==> src/rtl/dpvf_pkg.sv <==
`default_nettype none

package dpvf_pkg;

    localparam int ACC_WIDTH  = 32;

    localparam int E_W        = 16;
    localparam int G_W        = 16;
    localparam int DT_W       = 16;
    localparam int OUT_W      = 32;

    localparam int MUL_A_W    = 2 * G_W + 1;
    localparam int MUL_B_W    = E_W + 2;
    localparam int PROD_W     = MUL_A_W + MUL_B_W;
    localparam int I_SHIFT    = 17;
    localparam int D_SHIFT    = 16;

    localparam int DIV_W      = MUL_A_W + D_SHIFT;
    localparam int DIV_CNT_W  = $clog2(DIV_W);
    localparam int DELTA_W    = DIV_W + 3;
    localparam int SUM_W      = ((ACC_WIDTH > DELTA_W) ? ACC_WIDTH : DELTA_W) + 1;

    localparam int CFG_ADDR_W = 2;
    localparam logic [CFG_ADDR_W-1:0] REG_KP = 2'd0;
    localparam logic [CFG_ADDR_W-1:0] REG_KI = 2'd1;
    localparam logic [CFG_ADDR_W-1:0] REG_KD = 2'd2;

    localparam logic CMD_STEP  = 1'b0;
    localparam logic CMD_CLEAR = 1'b1;

    localparam int STEP_W = 3;
    localparam logic [STEP_W-1:0] MS_P     = 3'd0;
    localparam logic [STEP_W-1:0] MS_KIDT  = 3'd1;
    localparam logic [STEP_W-1:0] MS_I     = 3'd2;
    localparam logic [STEP_W-1:0] MS_D     = 3'd3;
    localparam logic [STEP_W-1:0] MS_DIVLD = 3'd4;

    typedef enum logic [4:0] {
        S_IDLE = 5'b00001,
        S_MUL  = 5'b00010,
        S_DIV  = 5'b00100,
        S_ADD  = 5'b01000,
        S_FIN  = 5'b10000
    } t_state;

endpackage

`default_nettype wire

==> src/rtl/discrete_pid_velocity_form.sv <==
// Velocity-form PID step: one shared signed multiplier and a radix-2 divider under a sequencer.
// A step result passes through S_MUL, S_DIV, S_ADD and S_FIN; a clear goes from S_IDLE straight to S_FIN.
// The input accepts an item only in S_IDLE, so a step finishes its bit-serial divide by dt before the next is taken.
// A waiting result sits in the output register while the next item is taken.
// Synchronous active-low reset zeroes gains, error history and previous control value.
`default_nettype none

module discrete_pid_velocity_form (
    input  wire                                 i_clk,
    input  wire                                 i_rst_n,
    input  wire                                 i_cfg_we,
    input  wire [dpvf_pkg::CFG_ADDR_W-1:0]      i_cfg_addr,
    input  wire [dpvf_pkg::G_W-1:0]             i_cfg_wdata,
    input  wire                                 i_s_axis_tvalid,
    output logic                                o_s_axis_tready,
    input  wire [dpvf_pkg::E_W+dpvf_pkg::DT_W-1:0] i_s_axis_tdata,  // error_sample, sample_period
    input  wire                                 i_s_axis_tuser,  // cmd
    output logic                                o_m_axis_tvalid,
    input  wire                                 i_m_axis_tready,
    output logic [dpvf_pkg::OUT_W-1:0]          o_m_axis_tdata,  // control_value
    output logic                                o_m_axis_tuser   // saturated
);
    import dpvf_pkg::*;

    localparam logic signed [PROD_W-1:0] I_BIAS = PROD_W'((1 << I_SHIFT) - 1);
    localparam logic signed [SUM_W-1:0] ACC_HI =
        {{(SUM_W-ACC_WIDTH+1){1'b0}}, {(ACC_WIDTH-1){1'b1}}};
    localparam logic signed [SUM_W-1:0] ACC_LO = ~ACC_HI;
    localparam logic signed [SUM_W-1:0] OUT_HI =
        {{(SUM_W-OUT_W+1){1'b0}}, {(OUT_W-1){1'b1}}};
    localparam logic signed [SUM_W-1:0] OUT_LO = ~OUT_HI;

    t_state                        r_state;
    logic [STEP_W-1:0]             r_step;
    logic [DIV_CNT_W-1:0]          r_cnt;
    logic [G_W-1:0]                r_kp, r_ki, r_kd;
    logic                          r_cmd;
    logic signed [E_W-1:0]         r_e, r_e1, r_e2;
    logic [DT_W-1:0]               r_dt;
    logic signed [ACC_WIDTH-1:0]   r_prev;
    logic signed [PROD_W-1:0]      r_prod;
    logic signed [DELTA_W-1:0]     r_acc;
    logic [DIV_W-1:0]              r_quo;
    logic [DT_W-1:0]               r_rem;
    logic                          r_neg;
    logic                          r_out_valid;
    logic [OUT_W-1:0]              r_out_data;
    logic                          r_out_sat;

    logic signed [MUL_A_W-1:0]     w_mul_a;
    logic signed [MUL_B_W-1:0]     w_mul_b;
    logic signed [PROD_W-1:0]      w_prod;
    logic signed [PROD_W-1:0]      w_ibiased;
    logic signed [PROD_W-1:0]      w_iterm;
    logic [PROD_W-1:0]             w_pmag;
    logic [DT_W:0]                 w_shift;
    logic [DT_W+1:0]               w_diff;
    logic [DELTA_W-1:0]            w_qext;
    logic [DELTA_W-1:0]            w_dterm;
    logic signed [SUM_W-1:0]       w_sum;
    logic signed [SUM_W-1:0]       w_acc_val;
    logic signed [SUM_W-1:0]       w_out_val;
    logic                          w_acc_sat;
    logic                          w_out_clip;
    logic                          w_out_free;
    logic                          w_in_xfer;
    logic [DT_W-1:0]               w_in_dt;

    assign o_s_axis_tready = (r_state == S_IDLE);
    assign w_in_xfer       = i_s_axis_tvalid && o_s_axis_tready;
    assign w_in_dt         = (i_s_axis_tdata[E_W+DT_W-1:E_W] == '0) ? DT_W'(1)
                                                                   : i_s_axis_tdata[E_W+DT_W-1:E_W];
    assign w_out_free      = !r_out_valid || i_m_axis_tready;

    always_comb begin
        unique case (r_step)
            MS_P: begin
                w_mul_a = $signed(MUL_A_W'(r_kp));
                w_mul_b = MUL_B_W'(r_e) - MUL_B_W'(r_e1);
            end
            MS_KIDT: begin
                w_mul_a = $signed(MUL_A_W'(r_ki));
                w_mul_b = $signed(MUL_B_W'(r_dt));
            end
            MS_I: begin
                w_mul_a = r_prod[MUL_A_W-1:0];
                w_mul_b = MUL_B_W'(r_e) + MUL_B_W'(r_e1);
            end
            MS_D: begin
                w_mul_a = $signed(MUL_A_W'(r_kd));
                w_mul_b = MUL_B_W'(r_e) - (MUL_B_W'(r_e1) <<< 1) + MUL_B_W'(r_e2);
            end
            default: begin
                w_mul_a = '0;
                w_mul_b = '0;
            end
        endcase
    end

    assign w_prod    = PROD_W'(w_mul_a) * PROD_W'(w_mul_b);
    assign w_ibiased = r_prod + (r_prod[PROD_W-1] ? I_BIAS : '0);
    assign w_iterm   = w_ibiased >>> I_SHIFT;
    assign w_pmag    = r_prod[PROD_W-1] ? -r_prod : r_prod;

    assign w_shift   = {r_rem, r_quo[DIV_W-1]};
    assign w_diff    = {1'b0, w_shift} - {2'b0, r_dt};

    assign w_qext    = DELTA_W'(r_quo);
    assign w_dterm   = r_neg ? -w_qext : w_qext;

    assign w_sum      = SUM_W'(r_prev) + SUM_W'(r_acc);
    assign w_acc_sat  = (w_sum > ACC_HI) || (w_sum < ACC_LO);
    assign w_acc_val  = (w_sum > ACC_HI) ? ACC_HI : ((w_sum < ACC_LO) ? ACC_LO : w_sum);
    assign w_out_clip = (w_acc_val > OUT_HI) || (w_acc_val < OUT_LO);
    assign w_out_val  = (w_acc_val > OUT_HI) ? OUT_HI
                      : ((w_acc_val < OUT_LO) ? OUT_LO : w_acc_val);

    always_ff @(posedge i_clk) begin
        if (!i_rst_n) begin
            r_kp <= '0;
            r_ki <= '0;
            r_kd <= '0;
        end else if (i_cfg_we) begin
            unique case (i_cfg_addr)
                REG_KP:  r_kp <= i_cfg_wdata;
                REG_KI:  r_ki <= i_cfg_wdata;
                REG_KD:  r_kd <= i_cfg_wdata;
                default: ;
            endcase
        end
    end

    always_ff @(posedge i_clk) begin
        if (!i_rst_n) begin
            r_state     <= S_IDLE;
            r_step      <= MS_P;
            r_cnt       <= '0;
            r_e1        <= '0;
            r_e2        <= '0;
            r_prev      <= '0;
            r_out_valid <= 1'b0;
        end else begin
            if (r_state == S_FIN && w_out_free) begin
                r_out_valid <= 1'b1;
            end else if (o_m_axis_tvalid && i_m_axis_tready) begin
                r_out_valid <= 1'b0;
            end
            unique case (r_state)
                S_IDLE: begin
                    if (w_in_xfer) begin
                        r_cmd  <= i_s_axis_tuser;
                        r_e    <= $signed(i_s_axis_tdata[E_W-1:0]);
                        r_dt   <= w_in_dt;
                        r_step <= MS_P;
                        r_state <= (i_s_axis_tuser == CMD_CLEAR) ? S_FIN : S_MUL;
                    end
                end
                S_MUL: begin
                    r_step <= r_step + STEP_W'(1);
                    unique case (r_step)
                        MS_P: begin
                            r_prod <= w_prod;
                        end
                        MS_KIDT: begin
                            r_acc  <= DELTA_W'(r_prod);
                            r_prod <= w_prod;
                        end
                        MS_I: begin
                            r_prod <= w_prod;
                        end
                        MS_D: begin
                            r_acc  <= r_acc + DELTA_W'(w_iterm);
                            r_prod <= w_prod;
                        end
                        default: begin
                            r_quo   <= {w_pmag[MUL_A_W-1:0], D_SHIFT'(0)};
                            r_neg   <= r_prod[PROD_W-1];
                            r_rem   <= '0;
                            r_cnt   <= '0;
                            r_state <= S_DIV;
                        end
                    endcase
                end
                S_DIV: begin
                    if (!w_diff[DT_W+1]) begin
                        r_rem <= w_diff[DT_W-1:0];
                        r_quo <= {r_quo[DIV_W-2:0], 1'b1};
                    end else begin
                        r_rem <= w_shift[DT_W-1:0];
                        r_quo <= {r_quo[DIV_W-2:0], 1'b0};
                    end
                    r_cnt <= r_cnt + DIV_CNT_W'(1);
                    if (r_cnt == DIV_CNT_W'(DIV_W - 1)) begin
                        r_state <= S_ADD;
                    end
                end
                S_ADD: begin
                    r_acc   <= r_acc + $signed(w_dterm);
                    r_state <= S_FIN;
                end
                S_FIN: begin
                    if (w_out_free) begin
                        r_state     <= S_IDLE;
                        if (r_cmd == CMD_CLEAR) begin
                            r_prev     <= '0;
                            r_e1       <= '0;
                            r_e2       <= '0;
                            r_out_data <= '0;
                            r_out_sat  <= 1'b0;
                        end else begin
                            r_prev     <= ACC_WIDTH'(w_acc_val);
                            r_e2       <= r_e1;
                            r_e1       <= r_e;
                            r_out_data <= OUT_W'(w_out_val);
                            r_out_sat  <= w_acc_sat || w_out_clip;
                        end
                    end
                end
                default: r_state <= S_IDLE;
            endcase
        end
    end

    assign o_m_axis_tvalid = r_out_valid;
    assign o_m_axis_tdata  = r_out_data;
    assign o_m_axis_tuser  = r_out_sat;

    a_rem_below_dt: assert property (@(posedge i_clk) disable iff (!i_rst_n)
        (r_state == S_DIV) |-> (r_rem < r_dt))
        else $error("divider remainder not below sample period");

    a_dt_nonzero: assert property (@(posedge i_clk) disable iff (!i_rst_n)
        (r_state == S_MUL || r_state == S_DIV) |-> (r_dt != '0))
        else $error("zero sample period reached the divider");

    a_sat_at_limit: assert property (@(posedge i_clk) disable iff (!i_rst_n)
        (o_m_axis_tvalid && o_m_axis_tuser) |->
        (o_m_axis_tdata == OUT_W'(OUT_HI) || o_m_axis_tdata == OUT_W'(OUT_LO)))
        else $error("saturated flag without limit value");

    a_fin_waits: assert property (@(posedge i_clk) disable iff (!i_rst_n)
        (r_state == S_FIN && !w_out_free) |=> (r_state == S_FIN))
        else $error("result dropped while output register was full");

endmodule

`default_nettype wire

==> config.mk <==
export PLATFORM = sky130hd
export DESIGN_NAME = discrete_pid_velocity_form
export DESIGN_NICKNAME = d
export VERILOG_FILES = /design/src/rtl/dpvf_pkg.sv /design/src/rtl/discrete_pid_velocity_form.sv
export SDC_FILE = /design/constraint.sdc
export NUM_CORES = 2
export LEC_CHECK = 0
export ABC_CLOCK_PERIOD_IN_PS = 14900
export BUFFER_PORTS_ARGS = -buffer_cell sky130_fd_sc_hd__buf_2
export CAP_MARGIN = 5
export CORE_ASPECT_RATIO = 0.8
export CORE_MARGIN = 10
export CORE_UTILIZATION = 50
export DETAILED_ROUTE_END_ITERATION = 10
export GPL_TIMING_DRIVEN = 0
export PLACE_DENSITY_LB_ADDON = 0.1
export SYNTH_ARGS = -nofsm -noshare
export SYNTH_HDL_FRONTEND = slang
export SYNTH_SLANG_ARGS = --single-unit
==> constraint.sdc <==
create_clock -name i_clk -period 14.9 [get_ports i_clk]
set_clock_uncertainty 0.15 [all_clocks]
set_input_delay 2.98 -clock i_clk [delete_from_list [all_inputs] [get_ports i_clk]]
set_output_delay 2.98 -clock i_clk [all_outputs]
set_load 0.1 [all_outputs]
# == Word level (Yosys, flattened, before mapping) ==
# Cells that the tools add are included.
# classes
add_sub_neg,13
multipliers,1
n_lt_le_gt_ge,4
n_eq_ne,16
mux,32
bitwise,1
reduce_logical,30
# op_table
operator,n
$pmux 52 s2,2
$pmux 33 s4,1
$gt 53x32->1 const B,2
$lt 53x32->1 const B,2
$mux 53,2
$pmux 49 s2,1
$pmux 18 s4,1
$mux 16,4
$mux 32,2
$add 32x52->53,1
$add 52x34->52,1
$add 52x52->52,1
$mux 52,1
$neg 49->52,1
$add 51x17->51,1
$mul 33x18->51,1
$mux 49,1
$mux 33,1
$neg 33->33,1
$pmux 16 s2,1
$mux 31,1
$mux 5,5
$pmux 5 s5,1
$add 18x16->18,1
38 further kinds,61
# word_totals
reg_bits,362
out_inout_bits,35
word_cells,118

# == Logic depth before layout (Yosys ltp) ==
# logic_depth
depth_word,7
depth_mapped,44
ltp_nobuf,42

# == Worst setup path before layout ==
# OpenSTA, ideal clock, no wires.
# synth_timing
path_type,register -> register
from,reg r_e[2]
to,"reg r_prod[48], data pin"
t_arrival_ns,9.825
required_ns,14.488
slack_ns,4.663
path_stages_with_launch,43
period_less_slack_ns,10.237
path_cell_list,edfxtp_1 -> inv_1 -> fa_1 -> inv_1 -> ha_1 -> nor2b_1 -> o21ai_1 -> a21boi_0 -> o21ai_0 -> nand2b_1 -> a21o_1 -> a41o_1 -> o41ai_1 -> o21ai_0 -> or2_0 -> nand3_1 -> and4_1 -> clkbuf_1 -> [... 7 more ...] -> fa_1 -> fa_1 -> inv_1 -> fa_1 -> inv_1 -> ha_1 -> nand3_1 -> or2_2 -> nor4_1 -> nor2_1 -> o21ai_0 -> a41oi_1 -> a211o_1 -> o211a_1 -> o21bai_1 -> a31oi_1 -> o21bai_1 -> xor2_1
# synth_via
elab_chain_cells,4
elab_cells_between_ends,6
cone_classes,add/sub (4); mul (1); mux (1)
# synth_rtl
element,line_no,rtl
start: declaration,discrete_pid_velocity_form.sv:38,"logic signed [E_W-1:0] r_e, r_e1, r_e2;"
start signal: assignment,discrete_pid_velocity_form.sv:152,r_e <= $signed(i_s_axis_tdata[E_W-1:0]);
$sub 16x17->18,discrete_pid_velocity_form.sv:91,w_mul_b = MUL_B_W'(r_e) - (MUL_B_W'(r_e1) <<< 1) + MUL_B_W'(r_e2);
$add 18x16->18,discrete_pid_velocity_form.sv:91,
$pmux 18 s4 (*),discrete_pid_velocity_form.sv:76,unique case (r_step)
$mul 33x18->51 (*),discrete_pid_velocity_form.sv:100,assign w_prod = PROD_W'(w_mul_a) * PROD_W'(w_mul_b);
net w_prod[48],discrete_pid_velocity_form.sv:52,logic signed [PROD_W-1:0] w_prod;
end signal: assignment,discrete_pid_velocity_form.sv:162,r_prod <= w_prod;
end signal: assignment,discrete_pid_velocity_form.sv:166,r_prod <= w_prod;
end signal: assignment,discrete_pid_velocity_form.sv:169,r_prod <= w_prod;
end: declaration,discrete_pid_velocity_form.sv:41,logic signed [PROD_W-1:0] r_prod;
# Mark *: on every way through the listed nets, which the timed path passes. The rest lies on a longest branch.
# A chain may end at the register's enable or synchronous reset.

# == Final worst setup path ==
# layout_timing
from,reg r_e[2]
to,"reg r_prod[50], data pin"
# Same word-level chain as after synthesis.

==> results.toml <==
[run_status]
outcome = "finished clean"

[worst_setup_path]
crit_type = "reg2reg"
worst_setup_path_end_kind = "flip-flop"
cp_slowest_cell = "a21oi_1"
cp_top_family = "compound AO/OA/AOI/OAI gates"
crit_buf_inv = 6
crit_arrival_ns = 14.30
crit_required_ns = 15.04
crit_top_cell = "fa_1"
max_stage_delay_ns = 1.05
start_kind = "flip-flop"
worstPathMaxFanout = 10

[clock_network]
hold_buffers = 0
root_buffer = "clkbuf_16"
post_cts_resized = 0
clock_sinks = 362
path_clk_slew_ns = 0.06
clock_latency_ns = 0.62
cts_tree = "yes"
cts_setup_buffers = 0
htree_levels = 2
cts_buffers = 44
clock_path_buffers = 3

[synthesis]
synth.mux.area_fraction = 0.0127
synth_edf_count = 235
synthTopCellsByArea = "fa_1 (24%), edfxtp_1 (15%), ha_1 (9.4%), nand2_1 (6.0%), inv_1 (6.0%)"
synth-adder-area-share = 0.338
synth-xor-area-share = 0.0566
syn_nets = 6662
synth_area_leader_cell = "fa_1"
ys_warn_count = 0
syn_inst = 5647
ys_async_sr_fraction = 0
ys_ff_latch = 362
synth_top_family_by_area = "adder cells"
ys_seq_area_frac = 0.198
synth_ff_type = "edfxtp_1"
synth_compound_area_frac = 0.145
syn_area_per_cell_um2 = 8.61
syn_area_mm2 = 0.0486
synth_cell_types = 85
synth.top_cell.area_share = 0.244
yosys.area_share.simple = 0.169

[timing]
slew_headroom = 0.0236
setup_ws_ns = 0.739
worstMarginPinSlew_ns = 1.46
fmax_ghz = 0.0706
fin_crit_ns = 14.16
rsz0062_at_grt = "no"
fin_tns_setup_ns = 0
finalSetupViolCount = 0
hold_viol_final = 0
maxSlewViolCount = 0
post-route-period-util = 0.950

[global_routing]
antenna_found_initial = 5
gr-total-overflow = 0
grt_pass1_vias = 40200
grt_pass1_wl_um = 249000
grt_usage = 0.293
grt_max_degree = 34

[cells_and_area]
fill_cells = 9132
syn2layout_area_growth_pct = 7.84
nets = 6809
final_layout_size_suffix_gt1_frac = 0.0424
final_area_mm2 = 0.0524
utilization = 0.542

[worst_hold_path]
min_path_type = "reg2reg"

[route]
wl_per_cell_um = 23.0
via_per_inst = 5.78
vias = 41300
drt_iter0_drc = 4039
ant_nets = 0
drt_first_pass_iters = 8
drc_errors = 0
wirelength_um = 164000

[floorplan]
fp.dieH_um = 299
dieWidth_um = 369
std_cell_rows = 102
start_util = 0.503
dieArea_mm2 = 0.110
core_region_area_mm2 = 0.0966
io_pins = 91

[placed_design]
dp_slack_ns = 1.06
hpwl_um = 133000
dpl-instance-area_mm2 = 0.0509
place_congestion = 0.987
port_buffers = 90

[power]
vdd.ir_drop.worst_mv = 0.0904
power.density_mw_per_mm2 = 61.5
p_leak_nw = 23.1

[job]
cap_violations = 0
[layout by cell type, fill, tap and decap left out, drive strengths merged, types with 15 or more instances in the layout]
master / n
nand2: 780
nor3: 102
clkbuf: 291
a21boi: 15
dfxtp: 127
a21oi: 364
edfxtp: 235
o21a: 39
xnor2: 220
or3: 36
o21bai: 45
and3: 42
a21o: 112
or2: 21
a31oi: 24
inv: 780
nor4: 23
o211ai: 28
o21ai: 192
a22oi: 29
nor2b: 47
mux2i: 55
a221o: 47
o41ai: 16
nand3: 111
nor2: 451
clkinv: 19
and2: 67
o31ai: 30
xor2: 93
ha: 367
a211oi: 32
nand4: 41
a211o: 15
or4: 17
buf: 127
fa: 592
nand2b: 47
[metal layers]
| metal | wire length, um | vias to the layer above | GRT usage |
|---|---|---|---|
| li1 | - | 19100 | - |
| met1 | 71200 | 20000 | 0.415 |
| met2 | 69400 | 1848 | 0.440 |
| met3 | 17400 | 247 | 0.0720 |
| met4 | 5830 | 6 | 0.0905 |
| met5 | 39 | - | 0 |
[registers in the layout (all words and copies together) (netlist names)]
signal and count:
r_quo 49, o_m_axis_tvalid 1, r_ki 16, r_dt 16
r_e1 16, r_prev 32, r_e 16, r_acc 52
r_rem 16, o_m_axis_tuser 1, r_state 5, o_m_axis_tdata 32
r_cmd 1, r_prod 51, r_neg 1, r_kp 16
r_kd 16, r_cnt 6, r_e2 16, r_step 3
[worst paths after layout]
| kind | end | depth (start not counted) | slack, ns | startpoint |
|---|---|---|---|---|
| max | r_prod[50] | 40 | 0.74 | r_e[2] |
| min reg2reg | r_kd[4] | 2 | 0.31 | r_kd[4] |
| min | r_kd[4] | 2 | 0.31 | r_kd[4] |
| max reg2reg | r_prod[50] | 40 | 0.74 | r_e[2] |
[where the power goes]
part           internal, mW  switching [mW]  total, mW
combinational         0.321           0.660      0.981
clock                 0.622           0.498       1.12
sequential             1.10          0.0216       1.12
total                  2.04            1.18       3.22
[cells in the mapped netlist, types with 15 or more instances]
| cell type | count |
|---|---|
| a211o_1 | 15 |
| a211oi_1 | 32 |
| a21o_1 | 112 |
| a21oi_1 | 364 |
| a221o_1 | 47 |
| a22oi_1 | 29 |
| a31oi_1 | 24 |
| and2_1 | 66 |
| and3_1 | 42 |
| buf_1 | 18 |
| clkbuf_1 | 238 |
| dfxtp_1 | 127 |
| edfxtp_1 | 235 |
| fa_1 | 592 |
| ha_1 | 367 |
| inv_1 | 773 |
| mux2i_1 | 55 |
| nand2_1 | 780 |
| nand2b_1 | 47 |
| nand3_1 | 110 |
| nand4_1 | 41 |
| nor2_1 | 451 |
| nor2b_1 | 47 |
| nor3_1 | 102 |
| nor4_1 | 22 |
| o211ai_1 | 28 |
| o21a_1 | 39 |
| o21ai_0 | 186 |
| o21bai_1 | 45 |
| o31ai_1 | 29 |
| o41ai_1 | 16 |
| or2_2 | 19 |
| or3_1 | 29 |
| xnor2_1 | 219 |
| xor2_1 | 93 |
[cell type report]
type	instances	area, um^2	share of cell area
antenna	1	2.50	0.0000477
buffer	265	1030	0.0197
clock buffer	53	1240	0.0237
clock inverter	29	251	0.00480
inverter	775	2910	0.0555
multi-input combinational	4245	35100	0.670
sequential	362	9600	0.183
tap	1300	1630	0.0310
timing repair buffer	101	624	0.0119
[logic make-up (layout without fill, tap and decap cells)]
kind of cell	Yosys count	count (layout)
other	0	1
adders and majority gates	959	959
buffers and inverters	1040	1223
AOI/OAI and AO/OA	1086	1086
xor gates and xnor gates	313	313
muxes	61	61
DFF	362	362
and+or+nand+nor	1826	1826
[worst reg2reg max path: cells and delay by family (launching register included)]
family	cells	cell delay, ns
adder cells (fa/ha/maj)	9	4.18
XOR/XNOR	2	0.78
flip-flops	1	0.39
AND/OR/NAND/NOR	6	1.53
buffers and inverters	6	1.18
AO/OA/AOI/OAI	17	5.62
[per-stage QoR]
| stage | hold slack (ns) | instances | power [mW] |
|---|---|---|---|
| 2_1_floorplan | 0.286 | 5647 | 1.77 |
| 3_3_place_gp | 0.293 | 7037 | 2.08 |
| 3_5_place_dp | 0.297 | 7047 | 2.09 |
| 4_1_cts | 0.305 | 7129 | 3.21 |
| 5_1_grt | 0.319 | 7130 | 3.37 |
| 6_report | 0.307 | 7131 | 3.22 |
(Power assumes the default switching activity.)
